## src/hw/rtl/frsff_pkg.sv

```systemverilog
// Package with sizes, table entry type, state encoding and control structs of the filter.
package frsff_pkg;

  localparam int TABLE_ENTRIES = 1024;
  localparam int IDX_W = (TABLE_ENTRIES > 1) ? $clog2(TABLE_ENTRIES) : 1;
  localparam int CNT_W = $clog2(TABLE_ENTRIES + 1);

  typedef struct packed {
    logic [63:0] device_id;
    logic [63:0] inode_number;
    logic [62:0] file_size;
    logic [63:0] modify_time;
  } ident_t;

  typedef enum logic [1:0] {
    ST_IDLE,
    ST_SCAN,
    ST_RESULT
  } state_t;

  typedef struct packed {
    logic load;
    logic scan;
    logic insert;
    logic emit;
  } cmd_t;

  typedef struct packed {
    logic hit;
    logic exhausted;
    logic out_free;
  } status_t;

endpackage

```

## src/hw/rtl/frsff_ctrl.sv

```systemverilog
// Controller state machine that sequences load, table scan, insert and result hand-off.
module frsff_ctrl
  import frsff_pkg::*;
(
  input  logic    clk,
  input  logic    rst_n,
  input  logic    in_valid,
  input  status_t status,
  output cmd_t    cmd,
  output logic    busy
);

  state_t state_r;
  state_t state_nxt;

  always_ff @(posedge clk) begin
    if (!rst_n) begin
      state_r <= ST_IDLE;
    end else begin
      state_r <= state_nxt;
    end
  end

  always_comb begin
    state_nxt = state_r;
    unique case (state_r)
      ST_IDLE: begin
        if (in_valid) begin
          state_nxt = ST_SCAN;
        end
      end
      ST_SCAN: begin
        if (status.hit || status.exhausted) begin
          state_nxt = ST_RESULT;
        end
      end
      ST_RESULT: begin
        if (status.out_free) begin
          state_nxt = ST_IDLE;
        end
      end
      default: state_nxt = ST_IDLE;
    endcase
  end

  always_comb begin
    cmd  = '0;
    busy = 1'b1;
    unique case (state_r)
      ST_IDLE: begin
        busy     = 1'b0;
        cmd.load = in_valid;
      end
      ST_SCAN: begin
        cmd.scan   = 1'b1;
        cmd.insert = status.exhausted && !status.hit;
      end
      ST_RESULT: begin
        cmd.emit = status.out_free;
      end
      default: begin
        busy = 1'b1;
      end
    endcase
  end

endmodule

```

## config.mk

```make
export PLATFORM = sky130hd
export DESIGN_NAME = frsff_ctrl
export DESIGN_NICKNAME = d
export VERILOG_FILES = /design/src/hw/rtl/frsff_pkg.sv /design/src/hw/rtl/frsff_ctrl.sv
export SDC_FILE = /design/constraint.sdc
export NUM_CORES = 1
export LEC_CHECK = 0
export BUFFER_PORTS_ARGS = -buffer_cell sky130_fd_sc_hd__buf_2
export CORE_AREA = 10 10 47 49
export CTS_CLUSTER_SIZE = 25
export DETAILED_ROUTE_END_ITERATION = 10
export DIE_AREA = 0 0 57 59
export SYNTH_ARGS = -nofsm -noshare
export SYNTH_HDL_FRONTEND = slang
export SYNTH_SLANG_ARGS = --single-unit
```

## constraint.sdc

```tcl
create_clock -name clk -period 0.9 [get_ports clk]
set_input_delay 0.225 -clock clk [delete_from_list [all_inputs] [get_ports clk]]
set_output_delay 0.225 -clock clk [all_outputs]
set_load 0.01 [all_outputs]
```

=== Word-level counts from Yosys, hierarchy flattened ===
Cells that the tools add are included.

* Output and inout port bits: 5
* Word-level logic and storage cells: 19
* Input port bits: 6
* Flip-flop bits (word level): 2

* Reductions and logical operators: 5
* Equal/unequal tests: 5
* Multiplexer cells: 8

{| class="wikitable"
|+ Operator list
! operator !! count
|-
| $mux W2 || 4
|-
| $ne A2 B2 Y1 const B || 3
|-
| $pmux W2 S3 || 1
|-
| $mux W1 || 3
|-
| $reduce_and A3 Y1 || 1
|-
| $eq A2 B1 Y1 const B || 1
|-
| $eq A2 B2 Y1 const B || 1
|-
| $logic_not A2 Y1 || 1
|-
| $logic_and A1 B1 Y1 || 1
|-
| $logic_not A1 Y1 || 1
|-
| $logic_or A1 B1 Y1 || 1
|}

=== Depth between registers and ports, before layout ===
Gate-level depths: netlist (run 1).

* Depth in word-level cells: 3
* Gate-level depth with buffers: 3
* Gate-level depth less buffers: 3

=== Worst setup path before layout (run 1) ===
Ideal clock, no wire load.

* Kind: reg2out
* Start point: register state_r[0]
* End point: output cmd[3] (netlist bit)
* Arrival: 0.781 ns
* Slack: -0.106 ns
* Data required time: 0.675 ns
* Path buffers: 0
* Cell stages (with the launch flop): 3
* Cells stage by stage: dfxtp_1 > or2_1 > nor2_1

{| class="wikitable"
|+ RTL lines
! item !! line !! source
|-
| from (decl) || frsff_ctrl.sv:13 || <nowiki>state_t state_r;</nowiki>
|-
| from (signal assigned) || frsff_ctrl.sv:20 || <nowiki>state_r <= state_nxt;</nowiki>
|-
| to (decl) || frsff_ctrl.sv:9 || <nowiki>output cmd_t cmd,</nowiki>
|}

==> summary.md, run 1 <==
## Floorplanning
- **Std-Cell Core Area** 1400 µm²
- **die outline area** 3360 µm²
- **Std-Cell Rows** 14
- **Die Wd** 57 µm
- **I/O Pins** 11
- **starting utilization of the core area** 9.64%
- **floorplan die height** 59 µm

## Setup path
- **crit path cell chain** or2_4 -> nor2_4 -> buf_6
- **startpoint kind of the worst setup timing path** register
- **critical path class** reg2out
- **biggest cell delay along the critical path** 0.35 ns
- **required time of the worst setup path** 0.67 ns
- **slowest CP cell** sky130_fd_sc_hd__dfxtp_4
- **flop-to-flop setup slack** 0.02 ns
- **count of buffering cells on the critical path with inverters included** 1
- **cell type group with the largest total delay on the critical path** flip-flops
- **Worst R2R Path Depth** 3
- **capturing point of the worst reg2reg path** state_r[1]
- **worst r2r src** state_r[0]
- **worst-path maximum fanout** 3
- **critical path arrival** 0.99 ns
- **Critical Path End Type** output pin

## Worst hold path
- **Hold Path Sink** state_r[1]
- **hold wc startpoint** rst_n
- **number of cells on the worst hold path** 2
- **path class of the lowest-slack min-delay path** in2reg

## Timing
- **RSZ-0062 raised after global routing** yes
- **slack of the critical path** -0.311 ns
- **Period Utilization, post-route** 135%
- **Worst-Margin Slew** 0.159 ns
- **Slew headroom** 89.1%
- **Final Hold Fails** 0
- **Slew Limit Fails** 0
- **final critical path time including I/O delays and setup** 1.21 ns
- **final clock skew** 0.00215 ns
- **timing-limited maximum frequency** 826 MHz
- **final setup violating endpoints** 5

## Placed design
- **placed inst area** 231 µm²
- **pre-CTS setup slack** -0.150 ns
- **input/output buffers** 10
- **number of cells in the design after placement** 44
- **GP Congestion** 0.629

## Power
- **Power per Cell Area** 1390 nW/µm²
- **worst-case vdd ir drop** 0.274 mV
- **Static Leakage** 0.000152 µW

## Global route
- **via count of the first global-routing pass** 179
- **GRT Resource Usage Total** 3.50%
- **initial antenna violation count** 0
- **largest net degree at the start of global routing** 5
- **global-route wire length before repair** 800 µm
- **total overflow reported by the global router** 0

## Synth
- **number of nets produced by synthesis** 22
- **Post-Syn Area per Cell** 8.45 µm²
- **number of distinct library cells after synthesis** 12
- **simple-gate share of the synthesized area** 49.1%
- **largest family of logic cells by synthesized area** simple AND/OR/NAND/NOR gates
- **post-synthesis share of cell area spent on xor and xnor gates** 0%
- **number of flip-flops and latches in the synthesized netlist** 2
- **count of mapped cells out of synthesis** 16
- **netlist area before placement** 135 µm²
- **register area share after synthesis** 29.6%
- **proportion of synthesized area in mux cells** 7.41%
- **Yosys warning count** 0
- **Adder-Cell Fraction of Synth Area** 0%
- **compound-cell area share of the yosys netlist** 5.56%

## Routing
- **detailed-route DRC error count** 0
- **metal3 WL** 29 µm
- **Top Metal Used** met4
- **final wirelength** 448 µm
- **Antenna Violating Nets Remaining** 0
- **routed metal-1 wire length** 150 µm
- **drt first-iter violations** 2
- **metal2 WL** 240 µm
- **average wire per cell in the routed design** 9.14 µm
- **via count of the routed design** 171
- **vias per cell** 3.49
- **router iterations before antenna repair** 2

## Clock network
- **cts hold-fix bufs** 0
- **clock root buffer** sky130_fd_sc_hd__clkbuf_4
- **number of buffers inserted during clock tree synthesis** 3
- **Worst-path clk slew** 0.03 ns
- **CTS H-tree lvls** 1
- **Sink Count** 2
- **clock network latency to the later pin of the worst-skew pair** 0.22 ns
- **TritonCTS clock tree** yes
- **maximum clock insertion buffer count** 2

## Final layout
- **Largest register FFs** 2
- **synthesis-to-finish area growth** 117%
- **registers with the most flip-flops** state_r x2
- **non-filler instance count after layout** 49
- **post-route standard cell area excluding fillers** 293 µm²
- **Inserted Diodes** 0
- **Biggest register** state_r
- **share of the core filled with cells** 20.9%
- **fraction of layout cells with a size suffix above 1** 78.8%
- **count of nets after finishing** 41

## Outcome
- **violated checks** setup timing
- **status** finished with violations

## Job
- **total of max-cap violations** 0

kinds of logic (layout without fill, tap and decap cells):
| kind of cell | count (synthesis) | count (layout) |
|---|---|---|
| simple gates | 10 | 10 |
| flops | 2 | 2 |
| compound gates | 1 | 1 |
| mux | 1 | 1 |
| buf+inv | 2 | 19 |
cell usage after synthesis:
cell type / count / area [µm²]
sky130_fd_sc_hd__and3b_1: 1 / 8.76
sky130_fd_sc_hd__inv_1: 1 / 3.75
sky130_fd_sc_hd__buf_4: 1 / 7.51
sky130_fd_sc_hd__mux2i_1: 1 / 10.0
sky130_fd_sc_hd__or2_1: 1 / 6.26
sky130_fd_sc_hd__nor2_1: 3 / 11.3
sky130_fd_sc_hd__and2b_1: 1 / 7.51
sky130_fd_sc_hd__o21a_1: 1 / 7.51
sky130_fd_sc_hd__nand2_1: 1 / 3.75
sky130_fd_sc_hd__dfxtp_1: 2 / 40.0
sky130_fd_sc_hd__nor2b_4: 1 / 13.8
sky130_fd_sc_hd__nor3b_1: 2 / 15.0
through the flow:
| step | TNS (ns) | hold slack [ns] | total power (µW) |
|---|---|---|---|
| final | -1.30 | 0.236 | 407 |
| after floorplan | -0.0605 | 0.342 | 156 |
| after global routing | -1.57 | 0.229 | 456 |
| after CTS | -1.43 | 0.219 | 411 |
| after detailed placement | -0.426 | 0.452 | 196 |
| after global placement | -0.337 | 0.443 | 194 |
worst max path at each step:
stage / start / endpoint / cells after the start / slack, ns
finish: state_r[1] / cmd[3] / 3 / -0.31
global route: state_r[0] / cmd[1] / 3 / -0.36
CTS: state_r[1] / cmd[3] / 3 / -0.34
detailed placement: state_r[1] / cmd[3] / 3 / -0.15
global placement: state_r[1] / cmd[3] / 3 / -0.14
floorplan: state_r[1] / cmd[3] / 2 / -0.05
per-layer routing:
metal  GRT usage, %  vias to the layer above
li1               -                       86
met1           2.62                       76
met2           4.19                        7
met3           2.36                        2
met4           7.05                        0
met5              0                        -
final cells by class:
cell class / instances / area (µm²)
Inverter: 1 / 3.75
Fill cell: 162 / 1110
Tap cell: 16 / 20.0
Timing Repair Buffer: 15 / 97.6
Multi-Input combinational cell: 12 / 104
Sequential cell: 2 / 45.0
Clock buffer: 3 / 22.5
report_power, final:
part	switching (µW)	internal, µW
logic	42.3	66.3
registers	7.05	95.0
clock network	49.2	147
total	98.6	308
layout by cell type (no fill, tap or decap), drive strengths merged:
cell type / Yosys / final
inv: 1 / 1
buf: 1 / 15
or2: 1 / 1
nor2: 3 / 3
nor2b: 1 / 1
nand2: 1 / 1
o21a: 1 / 1
and2b: 1 / 1
clkbuf: 0 / 3
mux2i: 1 / 1
nor3b: 2 / 2
dfxtp: 2 / 2
and3b: 1 / 1
what timing repair did:
action,CTS,global route
endpoints found under the setup margin,6,6
cloned,0,0
gates resized for setup,3,4
pin swaps,3,2
buffers inserted,1,1
Note: power is estimated with default switching activity, not from simulation.
==> inputs of run 2 (changes only) <==
--- a/config.mk
+++ b/config.mk
@@ -5,7 +5,8 @@
 export SDC_FILE = /design/constraint.sdc
 export NUM_CORES = 1
 export LEC_CHECK = 0
-export BUFFER_PORTS_ARGS = -buffer_cell sky130_fd_sc_hd__buf_2
+export ABC_AREA = 1
+export BUFFER_PORTS_ARGS = -buffer_cell sky130_fd_sc_hd__clkbuf_2
 export CORE_AREA = 10 10 47 49
 export CTS_CLUSTER_SIZE = 25
 export DETAILED_ROUTE_END_ITERATION = 10
==> run 2 against run 1 <==
  * The flow still finishes with violations (setup timing)
  * Sequential share of layout area rose by 1.4 points
  * Die area did not move
  * Hold slack got worse by 0.017 ns
  * Fmax rose by 4.2%
  * Area after synthesis rose by 1.9%
  * Register-to-register slack improved by 0.04 ns
  * First-iteration DRC count did not move
  * Worst setup slack improved by 0.049 ns
  * Final cell count rose by 10%
==> summary.md, run 2 <==
## Clock network
- **number of buffers inserted during clock tree synthesis** 3, unchanged
- **number of setup buffers added after CTS** 0, -1
- **cts hold-fix bufs** 0, unchanged
- **Worst-path clk slew** 0.03 ns, about the same
- **clock network latency to the later pin of the worst-skew pair** 0.22 ns, about the same
- **clock root buffer** sky130_fd_sc_hd__clkbuf_4
- **Sink Count** 2, unchanged
- **TritonCTS clock tree** yes
- **CTS H-tree lvls** 1, unchanged
- **maximum clock insertion buffer count** 2, unchanged

## Setup path
- **startpoint kind of the worst setup timing path** register
- **Critical Path End Type** output pin
- **count of buffering cells on the critical path with inverters included** 2, +1
- **cell type group with the largest total delay on the critical path** flip-flops
- **slowest CP cell** sky130_fd_sc_hd__dfxtp_2
- **worst r2r src** state_r[1]
- **required time of the worst setup path** 0.67 ns, about the same
- **crit path cell chain** inv_2 -> nor2_4 -> nand2_1 -> nor2_2 -> buf_2
- **Worst R2R Path Depth** 4, +1
- **critical path class** reg2out
- **capturing point of the worst reg2reg path** state_r[0]
- **biggest cell delay along the critical path** 0.33 ns, -0.02 ns
- **critical path arrival** 0.94 ns, -0.05 ns
- **worst-path maximum fanout** 3, unchanged
- **flop-to-flop setup slack** 0.06 ns, +0.04 ns

## Routing
- **final wirelength** 392 µm, -13%
- **average wire per cell in the routed design** 7.26 µm, -21%
- **router iterations before antenna repair** 2, unchanged
- **vias per cell** 3.17, -9.3%
- **via count of the routed design** 171, unchanged
- **Antenna Violating Nets Remaining** 0, unchanged
- **detailed-route DRC error count** 0, unchanged
- **drt first-iter violations** 2, unchanged

## Job
- **total of max-cap violations** 0, unchanged

## Timing
- **Period Utilization, post-route** 129%, -5.5 points
- **Slew headroom** 92.6%, +3.5 points
- **final clock skew** 0.00149 ns, -0.000662 ns
- **final critical path time including I/O delays and setup** 1.16 ns, -0.0491 ns
- **Worst-Margin Slew** 0.112 ns, -0.0473 ns
- **Final Hold Fails** 0, unchanged
- **timing-limited maximum frequency** 861 MHz, +4.2%
- **final setup violating endpoints** 5, unchanged
- **slack of the critical path** -0.262 ns, +0.0491 ns
- **RSZ-0062 raised after global routing** yes
- **Slew Limit Fails** 0, unchanged

## Synth
- **number of distinct library cells after synthesis** 8, -4
- **register area share after synthesis** 29.1%, -0.54 points
- **number of flip-flops and latches in the synthesized netlist** 2, unchanged
- **number of flops mapped to enable cells by yosys** 0, unchanged
- **leading cell types by count after synthesis** 7 x sky130_fd_sc_hd__inv_1, 6 x sky130_fd_sc_hd__nand2_1, 4 x sky130_fd_sc_hd__nor2_1, 2 x sky130_fd_sc_hd__a21oi_1, 2 x sky130_fd_sc_hd__dfxtp_1
- **number of nets produced by synthesis** 30, +36%
- **cells taking the most area after synthesis** sky130_fd_sc_hd__dfxtp_1 29%, sky130_fd_sc_hd__inv_1 19%, sky130_fd_sc_hd__nand2_1 16%
- **Post-Syn Area per Cell** 5.73 µm², -32%
- **fraction of registers with async set or reset after synthesis** 0%, unchanged
- **most repeated cell in the gate-level netlist after synthesis** sky130_fd_sc_hd__inv_1
- **count of mapped cells out of synthesis** 24, +8
- **Synth top area share** 29.1%, -0.54 points
- **Yosys warning count** 0, unchanged
- **cell accounting for the most synthesized area** sky130_fd_sc_hd__dfxtp_1
- **netlist area before placement** 138 µm², +1.9%
- **most frequently used flop master after synthesis** sky130_fd_sc_hd__dfxtp_1

## Final layout
- **fraction of layout cells with a size suffix above 1** 55.3%, -24 points
- **synthesis-to-finish area growth** 84.5%
- **Biggest register** state_r
- **registers with the most flip-flops** state_r x2
- **most frequent cells in the layout** 7 x sky130_fd_sc_hd__clkbuf_2, 6 x sky130_fd_sc_hd__inv_1, 6 x sky130_fd_sc_hd__nand2_1
- **Inserted Diodes** 0, unchanged
- **non-filler instance count after layout** 54, +10%
- **count of nets after finishing** 46, +12%
- **Largest register FFs** 2, unchanged
- **commonest non-fill, non-tap cell in the layout** sky130_fd_sc_hd__clkbuf_2

## Worst hold path
- **path class of the lowest-slack min-delay path** in2reg
- **number of cells on the worst hold path** 3, +1
- **Hold Path Sink** state_r[0]
- **hold wc startpoint** rst_n

## Floorplanning
- **Std-Cell Rows** 14, unchanged
- **floorplan die height** 59 µm, unchanged
- **Std-Cell Core Area** 1400 µm², unchanged
- **I/O Pins** 11, unchanged
- **die outline area** 3360 µm², unchanged
- **starting utilization of the core area** 9.82%, +0.18 points
- **Die Wd** 57 µm, unchanged

## Placed design
- **input/output buffers** 10, unchanged
- **number of cells in the design after placement** 51, +16%
- **GP Congestion** 0.680, +8.0%
- **Detail Placement HPWL** 353 µm

## Global route
- **total overflow reported by the global router** 0, unchanged
- **global-route wire length before repair** 600 µm, -25%
- **via count of the first global-routing pass** 175, -2.2%
- **initial antenna violation count** 0, unchanged
- **largest net degree at the start of global routing** 5, unchanged
- **GRT Resource Usage Total** 2.50%, -1.0 points

## Power
- **Total Power Consumption** 387 µW, -4.9%
- **Power per Cell Area** 1520 nW/µm², +9.7%
- **Static Leakage** 0.000150 µW, -1.5%
- **worst-case vdd ir drop** 0.215 mV, -21%

## Outcome
- **status** finished with violations
- **violated checks** setup timing

[run 2: area by class of cell]
class	count	area [µm²]
inverter	7	26.3
clock buffer	3	22.5
fill	173	1150
timing repair buffer	12	73.8
tap	16	20.0
multi-input combinational	14	68.8
sequential	2	42.5
[run 2: worst reg2reg max path, cell delays in order (launching register included)]
cell                      delay, ns
sky130_fd_sc_hd__dfxtp_2       0.33
sky130_fd_sc_hd__nor2_2        0.12
sky130_fd_sc_hd__nand2_1       0.07
sky130_fd_sc_hd__buf_4         0.13
sky130_fd_sc_hd__a21oi_1       0.12
[run 2: worst max-delay path by stage]
| stage | from | to | slack (ns) | depth (start not counted) |
|---|---|---|---|---|
| 6_report | state_r[0] | cmd[1] | -0.26 | 5 |
| 5_1_grt | state_r[0] | cmd[1] | -0.32 | 5 |
| 4_1_cts | state_r[0] | cmd[1] | -0.28 | 5 |
| 3_5_place_dp | state_r[0] | cmd[1] | -0.07 | 5 |
| 3_3_place_gp | state_r[0] | cmd[1] | -0.06 | 5 |
| 2_1_floorplan | state_r[0] | cmd[1] | 0.01 | 4 |
[run 2: logic make-up (layout without fill, tap and decap cells)]
family | after synthesis | in the layout | share of synthesized area, %
and+or+nand+nor | 12 | 12 | 39.1
AOI/OAI and AO/OA | 2 | 2 | 7.27
buffers and inverters | 8 | 22 | 24.6
DFF | 2 | 2 | 29.1
[run 2: repair_timing]
action                     in CTS  in global routing
setup endpoints to repair       5                  6
resized for setup               4                  3
pin swaps                       0                  1
[run 2: metal layers]
metal  vias up  wire length (µm)  track usage [%]
li1         98                 -                -
met4         0                 0             4.03
met5         -                 0                0
met1        68               137             1.78
met2         5               217             3.41
met3         0                38             1.93
[run 2: metrics by stage]
| stage | utilization [%] | setup TNS (ns) | instance area [µm²] | worst slack, ns | hold slack [ns] |
|---|---|---|---|---|---|
| 2_1_floorplan | - | 0 | 140 | 0.0132 | 0.357 |
| 3_5_place_dp | 15.5 | -0.173 | 218 | -0.0695 | 0.461 |
| 3_3_place_gp | 15.5 | -0.161 | 218 | -0.0620 | 0.452 |
| 5_1_grt | 18.1 | -1.37 | 254 | -0.317 | 0.226 |
| 4_1_cts | 17.9 | -1.18 | 251 | -0.275 | 0.218 |
| 6_report | 18.1 | -1.09 | 254 | -0.262 | 0.219 |
[run 2: power by group]
part           leakage (µW)  internal (µW)  switching, µW
Clock             0.0000138            147           49.8
Sequential        0.0000172           96.6           6.52
Combinational      0.000119           44.9           42.2
==> inputs of run 3 (changes only) <==
--- a/config.mk
+++ b/config.mk
@@ -11,6 +11,7 @@
 export CTS_CLUSTER_SIZE = 25
 export DETAILED_ROUTE_END_ITERATION = 10
 export DIE_AREA = 0 0 57 59
+export SETUP_SLACK_MARGIN = 0.4
 export SYNTH_ARGS = -nofsm -noshare
 export SYNTH_HDL_FRONTEND = slang
 export SYNTH_SLANG_ARGS = --single-unit
==> run 3 against run 2 <==
  * The flow still finishes with violations (setup timing)
  * Fmax rose by 0.37%
  * Hold slack gained 0.013 ns
  * First-iteration DRC count rose by 100%
  * Sequential share of layout area increased by 0.64 points
  * Wire length increased by 0.26%
  * Clock power is essentially flat
  * Sequential cell count is the same
  * Cell area grew 2.0%
  * Critical path type unchanged
  * Critical endpoint unchanged
  * Largest power group unchanged
==> summary.md, run 3 (synthesis gave the netlist of run 2 again) <==
## Power
- **Power per Cell Area** 1500 nW/µm², -1.8%
- **internal power of the cells** 288 µW, -0.28%
- **clock network fraction of design power** 50.7%, -0.2 points
- **relative contribution of combinational cells to total power** 23.2%, +0.7 points
- **Total Power Consumption** 388 µW, +0.15%
- **Static Leakage** 0.000148 µW, -1.5%
- **sequential cell fraction of total power** 26.1%, -0.5 points
- **switch share** 25.8%, +0.32 points
- **worst-case vdd ir drop** 0.206 mV, -4.4%
- **total net switching power** 100 µW, +1.4%

## Routing
- **routed metal-1 wire length** 147 µm, +7.3%
- **via count of the routed design** 176, +2.9%
- **router iterations before antenna repair** 2, unchanged
- **Antenna Violating Nets Remaining** 0, unchanged
- **drt first-iter violations** 4, +2
- **Top Metal Used** met3
- **vias per cell** 3.26, +2.9%
- **final wirelength** 393 µm, +0.26%
- **detailed-route DRC error count** 0, unchanged
- **metal2 WL** 221 µm, +1.8%
- **metal3 WL** 24 µm, -37%
- **average wire per cell in the routed design** 7.28 µm, +0.26%

## Floorplanning
- **starting utilization of the core area** 9.82%, unchanged
- **Std-Cell Core Area** 1400 µm², unchanged
- **floorplan die height** 59 µm, unchanged
- **Die Wd** 57 µm, unchanged
- **I/O Pins** 11, unchanged
- **Std-Cell Rows** 14, unchanged
- **die outline area** 3360 µm², unchanged

## Clock network
- **clock root buffer** sky130_fd_sc_hd__clkbuf_4
- **TritonCTS clock tree** yes
- **number of setup buffers added after CTS** 0, unchanged
- **number of buffers inserted during clock tree synthesis** 3, unchanged
- **maximum clock insertion buffer count** 2, unchanged
- **Sink Count** 2, unchanged
- **Worst-path clk slew** 0.03 ns, about the same
- **clock network latency to the later pin of the worst-skew pair** 0.22 ns, about the same
- **CTS H-tree lvls** 1, unchanged

## Timing
- **slack of the critical path** -0.258 ns, +0.00431 ns
- **Slew Limit Fails** 0, unchanged
- **final clock skew** 0.00667 ns, +0.00519 ns
- **final setup violating endpoints** 5, unchanged
- **RSZ-0062 raised after global routing** yes
- **timing-limited maximum frequency** 864 MHz, +0.37%
- **Slew headroom** 93.5%, +0.90 points
- **setup tns final** -1.12 ns, -0.0305 ns
- **final critical path time including I/O delays and setup** 1.16 ns, -0.00431 ns
- **Final Hold Fails** 0, unchanged
- **Worst-Margin Slew** 0.0981 ns, -0.0136 ns
- **Period Utilization, post-route** 129%, -0.48 points

## Final layout
- **synthesis-to-finish area growth** 88.2%
- **commonest non-fill, non-tap cell in the layout** sky130_fd_sc_hd__clkbuf_2
- **non-filler instance count after layout** 54, unchanged
- **post-route standard cell area excluding fillers** 259 µm², +2.0%
- **share of the core filled with cells** 18.5%, +0.36 points
- **fraction of layout cells with a size suffix above 1** 60.5%, +5.3 points
- **Inserted Diodes** 0, unchanged
- **Largest register FFs** 2, unchanged
- **count of nets after finishing** 46, unchanged
- **Biggest register** state_r
- **registers with the most flip-flops** state_r x2
- **most frequent cells in the layout** 7 x sky130_fd_sc_hd__clkbuf_2, 6 x sky130_fd_sc_hd__nand2_1, 5 x sky130_fd_sc_hd__inv_1
- **fillcell total** 174, +0.58%

## Placed design
- **number of cells in the design after placement** 51, unchanged
- **Detail Placement HPWL** 348 µm, -1.2%
- **input/output buffers** 10, unchanged
- **GP Congestion** 0.655, -3.6%
- **placed inst area** 223 µm², +2.3%

## Setup path
- **crit path cell chain** inv_2 -> nor2_4 -> nand2_1 -> nor2_2 -> buf_2
- **slowest CP cell** sky130_fd_sc_hd__dfxtp_2
- **critical path class** reg2out
- **required time of the worst setup path** 0.67 ns, about the same
- **Critical Path End Type** output pin
- **cell type group with the largest total delay on the critical path** flip-flops
- **critical path arrival** 0.93 ns, about the same
- **startpoint kind of the worst setup timing path** register
- **count of buffering cells on the critical path with inverters included** 2, unchanged
- **worst-path maximum fanout** 3, unchanged
- **biggest cell delay along the critical path** 0.33 ns, about the same

## Global route
- **total overflow reported by the global router** 0, unchanged
- **global-route wire length before repair** 765 µm, +28%
- **via count of the first global-routing pass** 187, +6.9%
- **initial antenna violation count** 0, unchanged
- **GRT Resource Usage Total** 3.24%, +0.74 points
- **largest net degree at the start of global routing** 5, unchanged

## Outcome
- **status** finished with violations
- **violated checks** setup timing

## Job
- **total of max-cap violations** 0, unchanged

## Worst hold path
- **path class of the lowest-slack min-delay path** in2reg

run 3: cell count changes in the layout (fill, tap and decap cells not counted):
cell / change
sky130_fd_sc_hd__dfxtp_2: -1
sky130_fd_sc_hd__dfxtp_4: +1
sky130_fd_sc_hd__inv_1: -1
sky130_fd_sc_hd__inv_2: +1
sky130_fd_sc_hd__nor2_1: -1
sky130_fd_sc_hd__nor2_2: +1
run 3: worst register-to-register path, stage by stage, from the launching register on:
cell                      delay [ns]
sky130_fd_sc_hd__dfxtp_4        0.35
sky130_fd_sc_hd__nor2_2         0.10
sky130_fd_sc_hd__nand2_1        0.09
sky130_fd_sc_hd__buf_4          0.13
sky130_fd_sc_hd__a21oi_1        0.12
run 3: worst paths after layout:
kind         startpoint          to  slack, ns  depth (start not counted)
max          state_r[0]      cmd[1]      -0.26                          5
min reg2reg  state_r[1]  state_r[1]       0.52                          2
max reg2reg  state_r[1]  state_r[0]       0.05                          4
min               rst_n  state_r[0]       0.23                          3
run 3: stage by stage:
step	hold slack (ns)	setup slack (ns)
finish	0.231	-0.258
global route	0.239	-0.338
CTS	0.230	-0.281
detailed placement	0.469	-0.0527
global placement	0.445	-0.0478
floorplan	0.349	0.0437
run 3: area by class of cell:
type,count,area (µm²),area share [%]
clock buffers,3,22.5,8.70
inverters,7,26.3,10.1
multi-input cells,14,71.3,27.5
flip-flops and latches,2,45.0,17.4
well taps,16,20.0,7.73
repair buffers,12,73.8,28.5
run 3: power by group through the flow:
stage	clock network (µW)	registers, µW	logic (µW)
finish	196	101	89.9
global route	226	102	103
CTS	207	101	92.7
detailed placement	0	103	86.0
global placement	0	103	85.1
floorplan	0	103	47.5
run 3: routing by layer:
metal,vias up,track usage [%]
met4,0,5.03
met5,-,0
met1,74,2.49
met2,5,4.34
li1,97,-
met3,0,2.36
run 3: what timing repair did:
| item | 4_1_cts | 5_1_grt |
|---|---|---|
| resized for setup | 3 | 2 |
| pin swaps | 1 | 0 |
| cloned | 0 | 0 |
| endpoints found under the setup margin | 7 | 7 |
| hold buffers | 0 | 0 |
